File: src/sv/rrat_pkg.sv
// Shared types and codes for the receive reorder/ack tracker.
`timescale 1ns / 1ps
`default_nettype none
package rrat_pkg;

    localparam int LEN_BITS = 16;

    localparam logic [1:0] FN_RECV     = 2'd0;
    localparam logic [1:0] FN_POP_ACK  = 2'd1;
    localparam logic [1:0] FN_POP_KEEP = 2'd2;
    localparam logic [1:0] FN_POP_HOLD = 2'd3;

    localparam logic [2:0] ST_DELIVERED = 3'd0;
    localparam logic [2:0] ST_DUPLICATE = 3'd1;
    localparam logic [2:0] ST_BUFFERED  = 3'd2;
    localparam logic [2:0] ST_STALE     = 3'd3;
    localparam logic [2:0] ST_ACK_FULL  = 3'd4;
    localparam logic [2:0] ST_HOLD_FULL = 3'd5;
    localparam logic [2:0] ST_EMPTY     = 3'd6;

    // per-cycle commands to one sorted store
    typedef struct packed {
        logic rd;
        logic wr;
        logic pop;
        logic push;
    } store_ctl_t;

    // flags from the shared subtract/compare unit (a - b)
    typedef struct packed {
        logic lt;
        logic eq;
        logic one;
        logic gt1;
    } cmp_t;

endpackage
`default_nettype wire

File: src/sv/rrat_if.sv
// Request and response channel interfaces.
`timescale 1ns / 1ps
`default_nettype none
interface rrat_req_if #(
    parameter int SEQ_BITS    = 24,
    parameter int HANDLE_BITS = 16
);
    logic                         valid;
    logic                         ready;
    logic [1:0]                   func;
    logic [SEQ_BITS-1:0]          seq_in;
    logic                         reset_mark;
    logic [HANDLE_BITS-1:0]       payload_handle;
    logic [rrat_pkg::LEN_BITS-1:0] payload_length;

    modport source (output valid, func, seq_in, reset_mark, payload_handle, payload_length,
                    input ready);
    modport sink (input valid, func, seq_in, reset_mark, payload_handle, payload_length,
                  output ready);
endinterface

interface rrat_rsp_if #(
    parameter int SEQ_BITS    = 24,
    parameter int HANDLE_BITS = 16
);
    logic                         valid;
    logic                         ready;
    logic                         ok;
    logic [2:0]                   status;
    logic [SEQ_BITS-1:0]          seq_out;
    logic [HANDLE_BITS-1:0]       handle_out;
    logic [rrat_pkg::LEN_BITS-1:0] length_out;

    modport source (output valid, ok, status, seq_out, handle_out, length_out, input ready);
    modport sink (input valid, ok, status, seq_out, handle_out, length_out, output ready);
endinterface
`default_nettype wire

File: src/sv/rrat_store.sv
// Circular sorted store: one read and one write port, head pointer and fill count.
`timescale 1ns / 1ps
`default_nettype none
module rrat_store #(
    parameter int DEPTH = 32,
    parameter int W     = 24
) (
    input  wire logic                         clk,
    input  wire logic                         rst_n,
    input  wire rrat_pkg::store_ctl_t         ctl,
    input  wire logic [$clog2(DEPTH+1)-1:0]   rd_idx,
    input  wire logic [$clog2(DEPTH+1)-1:0]   wr_idx,
    input  wire logic [W-1:0]                 wr_data,
    output logic      [W-1:0]                 rd_data,
    output logic      [$clog2(DEPTH+1)-1:0]   count
);
    localparam int CW = $clog2(DEPTH+1);
    localparam int AW = $clog2(DEPTH);
    localparam logic [CW:0] DEPTH_W = (CW+1)'(DEPTH);

    logic [W-1:0]  mem [DEPTH];
    logic [AW-1:0] head_reg, head_next;
    logic [CW-1:0] count_reg, count_next;
    logic [AW-1:0] rd_phys, wr_phys;

    function automatic logic [AW-1:0] wrap(input logic [CW:0] s);
        logic [CW:0] t;
        t = (s >= DEPTH_W) ? s - DEPTH_W : s;
        return t[AW-1:0];
    endfunction

    always_comb
    begin
        rd_phys    = wrap((CW+1)'(head_reg) + (CW+1)'(rd_idx));
        wr_phys    = wrap((CW+1)'(head_reg) + (CW+1)'(wr_idx));
        head_next  = ctl.pop ? wrap((CW+1)'(head_reg) + (CW+1)'(1)) : head_reg;
        count_next = count_reg;
        if (ctl.pop)
        begin
            count_next = count_reg - CW'(1);
        end
        else if (ctl.push)
        begin
            count_next = count_reg + CW'(1);
        end
    end

    always_ff @(posedge clk or negedge rst_n)
    begin
        if (!rst_n)
        begin
            head_reg  <= '0;
            count_reg <= '0;
        end
        else
        begin
            head_reg  <= head_next;
            count_reg <= count_next;
        end
    end

    always_ff @(posedge clk)
    begin
        if (ctl.wr)
        begin
            mem[wr_phys] <= wr_data;
        end
        if (ctl.rd)
        begin
            rd_data <= mem[rd_phys];
        end
    end

    assign count = count_reg;

endmodule
`default_nettype wire

File: src/sv/rrat_cmp.sv
// Shared sequence subtractor: ordering flags of a against b.
`timescale 1ns / 1ps
`default_nettype none
module rrat_cmp #(
    parameter int SEQ_BITS = 24
) (
    input  wire logic [SEQ_BITS-1:0] a,
    input  wire logic [SEQ_BITS-1:0] b,
    output rrat_pkg::cmp_t           flags
);
    logic [SEQ_BITS:0] diff;

    always_comb
    begin
        diff      = {1'b0, a} - {1'b0, b};
        flags.lt  = diff[SEQ_BITS];
        flags.eq  = (diff == '0);
        flags.one = (diff == (SEQ_BITS+1)'(1));
        flags.gt1 = !flags.lt && !flags.eq && !flags.one;
    end

endmodule
`default_nettype wire

File: src/sv/receive_reorder_ack_tracker.sv
// Top level: sequencer driving the ack store, reorder store and shared compare unit.
//
//   channel | dir | handshake     | payload
//   req     | in  | valid/ready   | func, seq_in, reset_mark, payload_handle, payload_length
//   rsp     | out | valid/ready   | ok, status, seq_out, handle_out, length_out
//
// One request at a time. Each stored entry visited costs a registered memory read,
// then a compare in the single subtractor; a sorted insert shifts one entry per
// read/write step. Pop ack is a read, then the response; pop buffered drops stale
// held entries (a read and a compare each) before it reads and checks the front;
// a receive scans and shifts the ack store, then may scan and shift the reorder store.
// Async active-low reset empties both stores. req.ready is low while busy or while
// the previous response waits on rsp.ready.
`timescale 1ns / 1ps
`default_nettype none
module receive_reorder_ack_tracker #(
    parameter int ACK_DEPTH   = 32,
    parameter int HOLD_DEPTH  = 32,
    parameter int SEQ_BITS    = 24,
    parameter int HANDLE_BITS = 16
) (
    input  wire logic   clk,
    input  wire logic   rst_n,
    rrat_req_if.sink    req,
    rrat_rsp_if.source  rsp
);
    localparam int LB   = rrat_pkg::LEN_BITS;
    localparam int ACW  = $clog2(ACK_DEPTH+1);
    localparam int HCW  = $clog2(HOLD_DEPTH+1);
    localparam int MAXD = (ACK_DEPTH > HOLD_DEPTH) ? ACK_DEPTH : HOLD_DEPTH;
    localparam int IW   = $clog2(MAXD+1);
    localparam int HW   = SEQ_BITS + HANDLE_BITS + LB;

    typedef enum logic [19:0] {
        S_IDLE       = 20'h00001,
        S_APURGE_RD  = 20'h00002,
        S_APURGE_CMP = 20'h00004,
        S_ASCAN_RD   = 20'h00008,
        S_ASCAN_CMP  = 20'h00010,
        S_APLACE     = 20'h00020,
        S_ASHIFT_RD  = 20'h00040,
        S_ASHIFT_WR  = 20'h00080,
        S_AINS       = 20'h00100,
        S_RXDEC      = 20'h00200,
        S_HPURGE_RD  = 20'h00400,
        S_HPURGE_CMP = 20'h00800,
        S_HSCAN_RD   = 20'h01000,
        S_HSCAN_CMP  = 20'h02000,
        S_HSHIFT_RD  = 20'h04000,
        S_HSHIFT_WR  = 20'h08000,
        S_HINS       = 20'h10000,
        S_PFRONT_RD  = 20'h20000,
        S_PFRONT_CMP = 20'h40000,
        S_PACK_CMP   = 20'h80000
    } state_t;

    state_t                 state_reg, state_next;
    logic [1:0]             func_reg, func_next;
    logic [SEQ_BITS-1:0]    seq_reg, seq_next;
    logic                   rst_reg, rst_next;
    logic [HANDLE_BITS-1:0] hnd_reg, hnd_next;
    logic [LB-1:0]          len_reg, len_next;
    logic [SEQ_BITS-1:0]    last_reg, last_next;
    logic                   known_reg, known_next;
    logic [IW-1:0]          idx_reg, idx_next;
    logic [IW-1:0]          pos_reg, pos_next;

    logic                   res_valid_reg, res_valid_next;
    logic                   res_ok_reg, res_ok_next;
    logic [2:0]             res_st_reg, res_st_next;
    logic [SEQ_BITS-1:0]    res_seq_reg, res_seq_next;
    logic [HANDLE_BITS-1:0] res_h_reg, res_h_next;
    logic [LB-1:0]          res_l_reg, res_l_next;

    rrat_pkg::store_ctl_t   a_ctl, h_ctl;
    logic [ACW-1:0]         a_rd_idx, a_wr_idx, a_count;
    logic [HCW-1:0]         h_rd_idx, h_wr_idx, h_count;
    logic [SEQ_BITS-1:0]    a_wr_data, a_rd;
    logic [HW-1:0]          h_wr_data, h_rd;
    logic [SEQ_BITS-1:0]    h_rd_seq;
    logic [HANDLE_BITS-1:0] h_rd_hnd;
    logic [LB-1:0]          h_rd_len;

    logic [SEQ_BITS-1:0]    cmp_a, cmp_b;
    rrat_pkg::cmp_t         cf;
    logic                   accept;
    logic [IW-1:0]          a_cnt_w, h_cnt_w;

    assign h_rd_seq = h_rd[HW-1 -: SEQ_BITS];
    assign h_rd_hnd = h_rd[LB +: HANDLE_BITS];
    assign h_rd_len = h_rd[LB-1:0];
    assign a_cnt_w  = IW'(a_count);
    assign h_cnt_w  = IW'(h_count);

    assign req.ready = (state_reg == S_IDLE) && !res_valid_reg;
    assign accept    = req.valid && req.ready;

    rrat_store #(.DEPTH(ACK_DEPTH), .W(SEQ_BITS)) u_ack (
        .clk     (clk),
        .rst_n   (rst_n),
        .ctl     (a_ctl),
        .rd_idx  (a_rd_idx),
        .wr_idx  (a_wr_idx),
        .wr_data (a_wr_data),
        .rd_data (a_rd),
        .count   (a_count)
    );

    rrat_store #(.DEPTH(HOLD_DEPTH), .W(HW)) u_hold (
        .clk     (clk),
        .rst_n   (rst_n),
        .ctl     (h_ctl),
        .rd_idx  (h_rd_idx),
        .wr_idx  (h_wr_idx),
        .wr_data (h_wr_data),
        .rd_data (h_rd),
        .count   (h_count)
    );

    // operand select for the single subtractor
    always_comb
    begin
        case (state_reg)
            S_APURGE_CMP, S_ASCAN_CMP: cmp_a = a_rd;
            S_HPURGE_CMP, S_HSCAN_CMP, S_PFRONT_CMP: cmp_a = h_rd_seq;
            default: cmp_a = seq_reg;
        endcase
        if (state_reg == S_RXDEC || state_reg == S_PFRONT_CMP ||
            (state_reg == S_HPURGE_CMP && func_reg == rrat_pkg::FN_POP_HOLD))
        begin
            cmp_b = last_reg;
        end
        else
        begin
            cmp_b = seq_reg;
        end
    end

    rrat_cmp #(.SEQ_BITS(SEQ_BITS)) u_cmp (
        .a     (cmp_a),
        .b     (cmp_b),
        .flags (cf)
    );

    always_comb
    begin
        state_next     = state_reg;
        func_next      = func_reg;
        seq_next       = seq_reg;
        rst_next       = rst_reg;
        hnd_next       = hnd_reg;
        len_next       = len_reg;
        last_next      = last_reg;
        known_next     = known_reg;
        idx_next       = idx_reg;
        pos_next       = pos_reg;
        res_valid_next = res_valid_reg && !rsp.ready;
        res_ok_next    = res_ok_reg;
        res_st_next    = res_st_reg;
        res_seq_next   = res_seq_reg;
        res_h_next     = res_h_reg;
        res_l_next     = res_l_reg;
        a_ctl          = '0;
        h_ctl          = '0;
        a_rd_idx       = idx_reg[ACW-1:0];
        a_wr_idx       = idx_reg[ACW-1:0];
        a_wr_data      = a_rd;
        h_rd_idx       = idx_reg[HCW-1:0];
        h_wr_idx       = idx_reg[HCW-1:0];
        h_wr_data      = h_rd;

        case (state_reg)
            S_IDLE:
            begin
                if (accept)
                begin
                    func_next    = req.func;
                    seq_next     = req.seq_in;
                    rst_next     = req.reset_mark;
                    hnd_next     = req.payload_handle;
                    len_next     = req.payload_length;
                    idx_next     = '0;
                    res_ok_next  = 1'b0;
                    res_st_next  = rrat_pkg::ST_EMPTY;
                    res_seq_next = '0;
                    res_h_next   = '0;
                    res_l_next   = '0;
                    case (req.func)
                        rrat_pkg::FN_RECV:
                        begin
                            state_next = req.reset_mark ? S_APURGE_RD : S_ASCAN_RD;
                        end
                        rrat_pkg::FN_POP_HOLD:
                        begin
                            if (h_count == '0)
                            begin
                                res_valid_next = 1'b1;
                            end
                            else
                            begin
                                state_next = known_reg ? S_HPURGE_RD : S_PFRONT_RD;
                            end
                        end
                        default:
                        begin
                            if (a_count == '0)
                            begin
                                res_valid_next = 1'b1;
                            end
                            else
                            begin
                                a_ctl.rd   = 1'b1;
                                a_rd_idx   = '0;
                                state_next = S_PACK_CMP;
                            end
                        end
                    endcase
                end
            end

            S_PACK_CMP:
            begin
                a_ctl.pop      = (func_reg == rrat_pkg::FN_POP_ACK) ||
                                 (a_count >= ACW'(2));
                res_ok_next    = 1'b1;
                res_st_next    = rrat_pkg::ST_DELIVERED;
                res_seq_next   = a_rd;
                res_valid_next = 1'b1;
                state_next     = S_IDLE;
            end

            // reset frame: drop ack entries below the new sequence
            S_APURGE_RD:
            begin
                if (a_count == '0)
                begin
                    idx_next   = '0;
                    state_next = S_ASCAN_RD;
                end
                else
                begin
                    a_ctl.rd   = 1'b1;
                    a_rd_idx   = '0;
                    state_next = S_APURGE_CMP;
                end
            end

            S_APURGE_CMP:
            begin
                if (cf.lt)
                begin
                    a_ctl.pop  = 1'b1;
                    state_next = S_APURGE_RD;
                end
                else
                begin
                    idx_next   = '0;
                    state_next = S_ASCAN_RD;
                end
            end

            S_ASCAN_RD:
            begin
                if (idx_reg == a_cnt_w)
                begin
                    pos_next   = idx_reg;
                    state_next = S_APLACE;
                end
                else
                begin
                    a_ctl.rd   = 1'b1;
                    state_next = S_ASCAN_CMP;
                end
            end

            S_ASCAN_CMP:
            begin
                if (cf.eq)
                begin
                    res_st_next    = rrat_pkg::ST_DUPLICATE;
                    res_seq_next   = seq_reg;
                    res_valid_next = 1'b1;
                    state_next     = S_IDLE;
                end
                else if (!cf.lt)
                begin
                    pos_next   = idx_reg;
                    state_next = S_APLACE;
                end
                else
                begin
                    idx_next   = idx_reg + IW'(1);
                    state_next = S_ASCAN_RD;
                end
            end

            S_APLACE:
            begin
                if (a_count == ACW'(ACK_DEPTH))
                begin
                    res_st_next    = rrat_pkg::ST_ACK_FULL;
                    res_seq_next   = seq_reg;
                    res_valid_next = 1'b1;
                    state_next     = S_IDLE;
                end
                else
                begin
                    idx_next   = a_cnt_w;
                    state_next = S_ASHIFT_RD;
                end
            end

            // move entries up by one, from the tail down to the insert point
            S_ASHIFT_RD:
            begin
                if (idx_reg == pos_reg)
                begin
                    state_next = S_AINS;
                end
                else
                begin
                    a_ctl.rd   = 1'b1;
                    a_rd_idx   = ACW'(idx_reg - IW'(1));
                    state_next = S_ASHIFT_WR;
                end
            end

            S_ASHIFT_WR:
            begin
                a_ctl.wr   = 1'b1;
                idx_next   = idx_reg - IW'(1);
                state_next = S_ASHIFT_RD;
            end

            S_AINS:
            begin
                a_ctl.wr   = 1'b1;
                a_ctl.push = 1'b1;
                a_wr_idx   = pos_reg[ACW-1:0];
                a_wr_data  = seq_reg;
                state_next = S_RXDEC;
            end

            S_RXDEC:
            begin
                res_seq_next = seq_reg;
                if (rst_reg)
                begin
                    state_next = S_HPURGE_RD;
                end
                else if (!known_reg || cf.one)
                begin
                    last_next      = seq_reg;
                    known_next     = 1'b1;
                    res_ok_next    = 1'b1;
                    res_st_next    = rrat_pkg::ST_DELIVERED;
                    res_valid_next = 1'b1;
                    state_next     = S_IDLE;
                end
                else if (cf.gt1)
                begin
                    if (h_count == HCW'(HOLD_DEPTH))
                    begin
                        res_st_next    = rrat_pkg::ST_HOLD_FULL;
                        res_valid_next = 1'b1;
                        state_next     = S_IDLE;
                    end
                    else
                    begin
                        idx_next   = '0;
                        state_next = S_HSCAN_RD;
                    end
                end
                else
                begin
                    res_st_next    = rrat_pkg::ST_STALE;
                    res_valid_next = 1'b1;
                    state_next     = S_IDLE;
                end
            end

            // drop held entries at or below the key (new seq on reset, else last)
            S_HPURGE_RD:
            begin
                if (h_count == '0)
                begin
                    if (func_reg == rrat_pkg::FN_RECV)
                    begin
                        last_next      = seq_reg;
                        known_next     = 1'b1;
                        res_ok_next    = 1'b1;
                        res_st_next    = rrat_pkg::ST_DELIVERED;
                        res_valid_next = 1'b1;
                        state_next     = S_IDLE;
                    end
                    else
                    begin
                        state_next = S_PFRONT_RD;
                    end
                end
                else
                begin
                    h_ctl.rd   = 1'b1;
                    h_rd_idx   = '0;
                    state_next = S_HPURGE_CMP;
                end
            end

            S_HPURGE_CMP:
            begin
                if (cf.lt || cf.eq)
                begin
                    h_ctl.pop  = 1'b1;
                    state_next = S_HPURGE_RD;
                end
                else if (func_reg == rrat_pkg::FN_RECV)
                begin
                    last_next      = seq_reg;
                    known_next     = 1'b1;
                    res_ok_next    = 1'b1;
                    res_st_next    = rrat_pkg::ST_DELIVERED;
                    res_valid_next = 1'b1;
                    state_next     = S_IDLE;
                end
                else
                begin
                    state_next = S_PFRONT_RD;
                end
            end

            S_HSCAN_RD:
            begin
                if (idx_reg == h_cnt_w)
                begin
                    pos_next   = idx_reg;
                    idx_next   = h_cnt_w;
                    state_next = S_HSHIFT_RD;
                end
                else
                begin
                    h_ctl.rd   = 1'b1;
                    state_next = S_HSCAN_CMP;
                end
            end

            S_HSCAN_CMP:
            begin
                if (!cf.lt && !cf.eq)
                begin
                    pos_next   = idx_reg;
                    idx_next   = h_cnt_w;
                    state_next = S_HSHIFT_RD;
                end
                else
                begin
                    idx_next   = idx_reg + IW'(1);
                    state_next = S_HSCAN_RD;
                end
            end

            S_HSHIFT_RD:
            begin
                if (idx_reg == pos_reg)
                begin
                    state_next = S_HINS;
                end
                else
                begin
                    h_ctl.rd   = 1'b1;
                    h_rd_idx   = HCW'(idx_reg - IW'(1));
                    state_next = S_HSHIFT_WR;
                end
            end

            S_HSHIFT_WR:
            begin
                h_ctl.wr   = 1'b1;
                idx_next   = idx_reg - IW'(1);
                state_next = S_HSHIFT_RD;
            end

            S_HINS:
            begin
                h_ctl.wr       = 1'b1;
                h_ctl.push     = 1'b1;
                h_wr_idx       = pos_reg[HCW-1:0];
                h_wr_data      = {seq_reg, hnd_reg, len_reg};
                res_st_next    = rrat_pkg::ST_BUFFERED;
                res_seq_next   = seq_reg;
                res_valid_next = 1'b1;
                state_next     = S_IDLE;
            end

            S_PFRONT_RD:
            begin
                if (h_count == '0)
                begin
                    res_valid_next = 1'b1;
                    state_next     = S_IDLE;
                end
                else
                begin
                    h_ctl.rd   = 1'b1;
                    h_rd_idx   = '0;
                    state_next = S_PFRONT_CMP;
                end
            end

            S_PFRONT_CMP:
            begin
                if (cf.gt1)
                begin
                    res_st_next = rrat_pkg::ST_BUFFERED;
                end
                else
                begin
                    h_ctl.pop    = 1'b1;
                    last_next    = h_rd_seq;
                    known_next   = 1'b1;
                    res_ok_next  = 1'b1;
                    res_st_next  = rrat_pkg::ST_DELIVERED;
                    res_seq_next = h_rd_seq;
                    res_h_next   = h_rd_hnd;
                    res_l_next   = h_rd_len;
                end
                res_valid_next = 1'b1;
                state_next     = S_IDLE;
            end

            default:
            begin
                state_next = S_IDLE;
            end
        endcase
    end

    always_ff @(posedge clk or negedge rst_n)
    begin
        if (!rst_n)
        begin
            state_reg     <= S_IDLE;
            last_reg      <= '0;
            known_reg     <= 1'b0;
            res_valid_reg <= 1'b0;
        end
        else
        begin
            state_reg     <= state_next;
            last_reg      <= last_next;
            known_reg     <= known_next;
            res_valid_reg <= res_valid_next;
        end
    end

    always_ff @(posedge clk)
    begin
        func_reg    <= func_next;
        seq_reg     <= seq_next;
        rst_reg     <= rst_next;
        hnd_reg     <= hnd_next;
        len_reg     <= len_next;
        idx_reg     <= idx_next;
        pos_reg     <= pos_next;
        res_ok_reg  <= res_ok_next;
        res_st_reg  <= res_st_next;
        res_seq_reg <= res_seq_next;
        res_h_reg   <= res_h_next;
        res_l_reg   <= res_l_next;
    end

    assign rsp.valid      = res_valid_reg;
    assign rsp.ok         = res_ok_reg;
    assign rsp.status     = res_st_reg;
    assign rsp.seq_out    = res_seq_reg;
    assign rsp.handle_out = res_h_reg;
    assign rsp.length_out = res_l_reg;

    a_state_onehot: assert property (@(posedge clk) disable iff (!rst_n)
        $onehot(state_reg))
        else $error("sequencer state not one-hot");

    a_ack_bound: assert property (@(posedge clk) disable iff (!rst_n)
        a_count <= ACW'(ACK_DEPTH))
        else $error("ack count beyond depth");

    a_hold_bound: assert property (@(posedge clk) disable iff (!rst_n)
        h_count <= HCW'(HOLD_DEPTH))
        else $error("reorder count beyond depth");

    a_ok_delivered: assert property (@(posedge clk) disable iff (!rst_n)
        rsp.valid && rsp.ok |-> rsp.status == rrat_pkg::ST_DELIVERED)
        else $error("ok set on a non-delivered response");

    a_accept_idle: assert property (@(posedge clk) disable iff (!rst_n)
        accept |=> state_reg != S_IDLE || res_valid_reg)
        else $error("request accepted without work or response");

endmodule
`default_nettype wire

File: src/flat_wrapper.sv
// flat-port wrapper written by rule: the top's interface ports become plain ports
module receive_reorder_ack_tracker_flat 
#(
    parameter int ACK_DEPTH   = 32,
    parameter int HOLD_DEPTH  = 32,
    parameter int SEQ_BITS    = 24,
    parameter int HANDLE_BITS = 16
)
  (clk, rst_n, req_valid, req_func, req_seq_in, req_reset_mark, req_payload_handle, req_payload_length, req_ready, rsp_valid, rsp_ok, rsp_status, rsp_seq_out, rsp_handle_out, rsp_length_out, rsp_ready);
  rrat_req_if #(.SEQ_BITS(SEQ_BITS), .HANDLE_BITS(HANDLE_BITS)) req_i ();
  rrat_rsp_if #(.SEQ_BITS(SEQ_BITS), .HANDLE_BITS(HANDLE_BITS)) rsp_i ();
  input  wire logic clk;
  input  wire logic rst_n;
  input wire logic [$bits(req_i.valid)-1:0] req_valid;
  input wire logic [$bits(req_i.func)-1:0] req_func;
  input wire logic [$bits(req_i.seq_in)-1:0] req_seq_in;
  input wire logic [$bits(req_i.reset_mark)-1:0] req_reset_mark;
  input wire logic [$bits(req_i.payload_handle)-1:0] req_payload_handle;
  input wire logic [$bits(req_i.payload_length)-1:0] req_payload_length;
  output wire logic [$bits(req_i.ready)-1:0] req_ready;
  output wire logic [$bits(rsp_i.valid)-1:0] rsp_valid;
  output wire logic [$bits(rsp_i.ok)-1:0] rsp_ok;
  output wire logic [$bits(rsp_i.status)-1:0] rsp_status;
  output wire logic [$bits(rsp_i.seq_out)-1:0] rsp_seq_out;
  output wire logic [$bits(rsp_i.handle_out)-1:0] rsp_handle_out;
  output wire logic [$bits(rsp_i.length_out)-1:0] rsp_length_out;
  input wire logic [$bits(rsp_i.ready)-1:0] rsp_ready;
  assign req_i.valid = req_valid;
  assign req_i.func = req_func;
  assign req_i.seq_in = req_seq_in;
  assign req_i.reset_mark = req_reset_mark;
  assign req_i.payload_handle = req_payload_handle;
  assign req_i.payload_length = req_payload_length;
  assign req_ready = req_i.ready;
  assign rsp_valid = rsp_i.valid;
  assign rsp_ok = rsp_i.ok;
  assign rsp_status = rsp_i.status;
  assign rsp_seq_out = rsp_i.seq_out;
  assign rsp_handle_out = rsp_i.handle_out;
  assign rsp_length_out = rsp_i.length_out;
  assign rsp_i.ready = rsp_ready;
  receive_reorder_ack_tracker #(.ACK_DEPTH(ACK_DEPTH), .HOLD_DEPTH(HOLD_DEPTH), .SEQ_BITS(SEQ_BITS), .HANDLE_BITS(HANDLE_BITS)) u_core (.clk(clk), .rst_n(rst_n), .req(req_i), .rsp(rsp_i));
endmodule
File: config.mk
export PLATFORM = sky130hd
export DESIGN_NAME = receive_reorder_ack_tracker_flat
export DESIGN_NICKNAME = d
export VERILOG_FILES = /design/src/sv/rrat_pkg.sv /design/src/sv/rrat_if.sv /design/src/sv/rrat_store.sv /design/src/sv/rrat_cmp.sv /design/src/sv/receive_reorder_ack_tracker.sv /design/src/flat_wrapper.sv
export SDC_FILE = /design/constraint.sdc
export NUM_CORES = 2
export LEC_CHECK = 0
export ABC_CLOCK_PERIOD_IN_PS = 10000
export BUFFER_PORTS_ARGS = -buffer_cell sky130_fd_sc_hd__buf_2
export CAP_MARGIN = 20
export CELL_PAD_IN_SITES_DETAIL_PLACEMENT = 2
export CELL_PAD_IN_SITES_GLOBAL_PLACEMENT = 2
export CORE_MARGIN = 5
export CORE_UTILIZATION = 50
export CTS_CLUSTER_SIZE = 8
export DETAILED_ROUTE_END_ITERATION = 10
export GPL_TIMING_DRIVEN = 1
export PLACE_DENSITY_LB_ADDON = 0.1
export SLEW_MARGIN = 20
export SYNTH_ARGS = -nofsm -noshare
export SYNTH_HDL_FRONTEND = slang
export SYNTH_HIERARCHICAL = 1
export SYNTH_SLANG_ARGS = --single-unit
export TNS_END_PERCENT = 5
File: constraint.sdc
create_clock -name clk -period 10 [get_ports clk]
set_clock_uncertainty 0.2 [all_clocks]
set_input_delay 0.5 -clock clk [delete_from_list [all_inputs] [get_ports clk]]
set_output_delay 0.5 -clock clk [all_outputs]
set_load 0.02 [all_outputs]
==> results of run 1 <==
-- metrics by stage --
stage             setup WS (ns)  instances  area (sq um)  hold slack (ns)
floorplan                  2.38       5498        114000          0.00441
global placement           1.36       8465        119000            0.267
==> impl_metrics.ini, run 1 <==
[placement]
hpwlAfterDp_mm = 232
place.gp.congestion = 0.825
port_buffers = 124

[synthesis]
synth_cells = 5498
ys_warn_count = 6
syn_area_per_cell_sq_um = 20.8
synth_fp_nets = 5622
netlist_area_sq_um = 114000

[status]
error = [ERROR DPL-0033] detailed placement checks failed during check placement.
status = aborted with a tool error
failed_stage = detailed placement (3_5_place_dp)

[die]
placementRows = 175
start_util_pct = 50.2
die_h_um = 488
io_pins = 125
die_w_um = 488
==> inputs of run 2 (changes only) <==
--- a/config.mk
+++ b/config.mk
@@ -8,14 +8,11 @@
 export ABC_CLOCK_PERIOD_IN_PS = 10000
 export BUFFER_PORTS_ARGS = -buffer_cell sky130_fd_sc_hd__buf_2
 export CAP_MARGIN = 20
-export CELL_PAD_IN_SITES_DETAIL_PLACEMENT = 2
-export CELL_PAD_IN_SITES_GLOBAL_PLACEMENT = 2
 export CORE_MARGIN = 5
-export CORE_UTILIZATION = 50
-export CTS_CLUSTER_SIZE = 8
+export CORE_UTILIZATION = 40
 export DETAILED_ROUTE_END_ITERATION = 10
 export GPL_TIMING_DRIVEN = 1
-export PLACE_DENSITY_LB_ADDON = 0.1
+export PLACE_DENSITY_LB_ADDON = 0.15
 export SLEW_MARGIN = 20
 export SYNTH_ARGS = -nofsm -noshare
 export SYNTH_HDL_FRONTEND = slang
==> run 2 against run 1 <==
  * The flow now finishes without violations
  * Area after synthesis unchanged
  * Synthesized cell count unchanged
==> impl_metrics.ini, run 2 <==
[status]
status = finished, final reports clean

[die]
placementRows = 196
die_w_um = 544
fp.dieArea_sq_um = 296000
io_pins = 125
coreArea_sq_um = 285000
start_util_pct = 40.1
die_h_um = 544

[synthesis]
syn_area_per_cell_sq_um = 20.8
synth_cells = 5498
synth_fp_nets = 5622
ys_warn_count = 6
netlist_area_sq_um = 114000

[cts]
ctsHoldBuffers = 62
clk_latency_ns = 0.86
cts_resized = 0
postCtsSetupRepairBufs = 0
cts-root-buf = clkbuf_16
clk_pin_slew_ns = 0.06
cts_buffers = 310
ctsHtreeMaxLevel = 5
tritoncts = done
cts_sinks = 2839
cts_buffer_depth = 4

[final_layout]
syn2layout_area_growth_pct = 14.0
fillers = 23895
final_cell_mix = edfxtp_1 (2771), mux4_2 (640), clkbuf_16 (320)
largest_reg_flops = 1792
fin_nets = 5993
regMostFlops = u_core/u_hold/mem
drive_above_1_share_pct = 28.7
final_common_cell = edfxtp_1
top_regs = u_core/u_hold/mem x1792, u_core/u_ack/mem x768, u_core/u_hold/rd_data x56

[setup_path]
rrSetupSlack_ns = 1.03
timing.critical_path.buf_inv = 3
crit_arrival_ns = 9.39
required_ns = 10.42
timing.rr.start = u_core/state_reg[3]
reg2reg_depth = 22
critical_path_class = register to register
cp_max_fo = 60
reg2reg_to = u_core/last_reg[4]
crit_chain = nor4_4, nand4_2, nor2b_4, buf_4, a311oi_4, buf_4, mux2_2, inv_1, ha_1, a21oi_1, o21ai_1, a31oi_1, a21oi_1, or3_1, a2111oi_0, nand4_1, nor3_1, nor2_1, or4_1, o32ai_1, a311o_2, o21ai_0
cp_slowest_cell = a311o_2
cpPeakStageDelay_ns = 0.82
cp_top_family = simple AND/OR/NAND/NOR gates
cp-end-kind = register
cp-start-kind = register
startpoint = u_core/state_reg[3]

[pwr]
p_leak_nw = 41.5
finalPower_mw = 33.3
power.density_nw_per_um2 = 256
ir_worst_vdd_mv = 0.223

[timing]
worstMarginPinSlew_ns = 1.17
max-slew-margin-rel_pct = 21.8
rsz0062_at_grt = no
setup_viol = 0
period_minus_slack_ns = 8.97
hold_viol_final = 0
final-max-slew-violation-count = 0
fin_tns_setup_ns = 0
timing.final.crit_share_pct = 89.7
fmax_ghz = 0.112

[routing]
route.detailed.drc = 0
wl_mm = 308
maxUsedRoutingLayer = met4
route.antenna.remaining_nets = 0
drtPass1Iterations = 5
num_vias = 56763
wl_met1_mm = 132
met3_length_mm = 14.7
route.met2.wl_mm = 154
viasPerCell = 5.76
drt-initial-drc-count = 5253
post_drt_wl_per_cell_um = 31.3

[global_routing]
grt_usage_pct = 20.7
grt_max_degree = 84
grt_pass1_wl_mm = 442
grt_overflow = 0
antenna_found_initial = 11
grt_pass1_vias = 58228

[hold_path]
hold_class = input pin to register
holdPathEnd = u_core/hnd_reg[9]
min_path_cells = 2
worstHoldStart = req_payload_handle[9]

[placement]
place.gp.congestion = 0.862
hpwlAfterDp_mm = 175
port_buffers = 124

[flow_run]
maxCapViolations = 0
## run 2: worst max-delay path by stage
stage	cells after the start	slack, ns	endpoint
3_5_place_dp	22	1.19	u_core/last_reg[10]
3_3_place_gp	22	1.37	u_core/last_reg[8]
5_1_grt	21	0.59	u_core/last_reg[4]
2_1_floorplan	19	2.38	u_core/rsp.seq_out[0]
6_report	22	1.03	u_core/last_reg[4]
4_1_cts	22	1.15	u_core/last_reg[10]
## run 2: cell type report
class | instances | area, sq um | area share (%)
clock buffer | 400 | 8350 | 6.42
sequential | 2839 | 84900 | 65.3
multi-input combinational | 2293 | 27900 | 21.5
inverter | 71 | 267 | 0.205
antenna | 3 | 7.51 | 0.00577
clock inverter | 138 | 1090 | 0.835
tap | 3762 | 4710 | 3.62
timing repair buffer | 354 | 2810 | 2.16
## run 2: worst register-to-register path, stage by stage (launching register included)
cell and delay, ns:
dfrtp_1 0.45, nor4_4 0.62, nand4_2 0.42, nor2b_4 0.22, buf_4 0.75, a311oi_4 0.30
buf_4 0.32, mux2_2 0.24, inv_1 0.04, ha_1 0.44, a21oi_1 0.30, o21ai_1 0.19
a31oi_1 0.19, a21oi_1 0.11, or3_1 0.30, a2111oi_0 0.61, nand4_1 0.31, nor3_1 0.72
nor2_1 0.28, or4_1 0.48, o32ai_1 0.19, a311o_2 0.82, o21ai_0 0.27
## run 2: where the power goes
part / internal [mW] / switching, mW
Sequential: 13.4 / 0.277
Combinational: 3.92 / 4.99
Clock: 6.24 / 4.53
## run 2: metrics by stage
step	hold WS, ns	cells	area, sq um	util, %	worst slack [ns]
final	0.155	9860	130000	45.7	1.03
after global placement	0.147	9250	120000	42.1	1.37
after CTS	0.0806	9857	130000	45.7	1.15
after global routing	0.123	9858	130000	45.7	0.585
after detailed placement	0.145	9257	120000	42.1	1.19
after floorplan	0.00441	5498	114000	-	2.38
## run 2: metal layers
metal  GRT usage, %  vias to the layer above
met5              0                        -
met4           4.91                        0
met3           2.43                      426
met2           34.9                     1671
met1           28.9                    30947
li1               -                    23719
(Power assumes the default switching activity.)
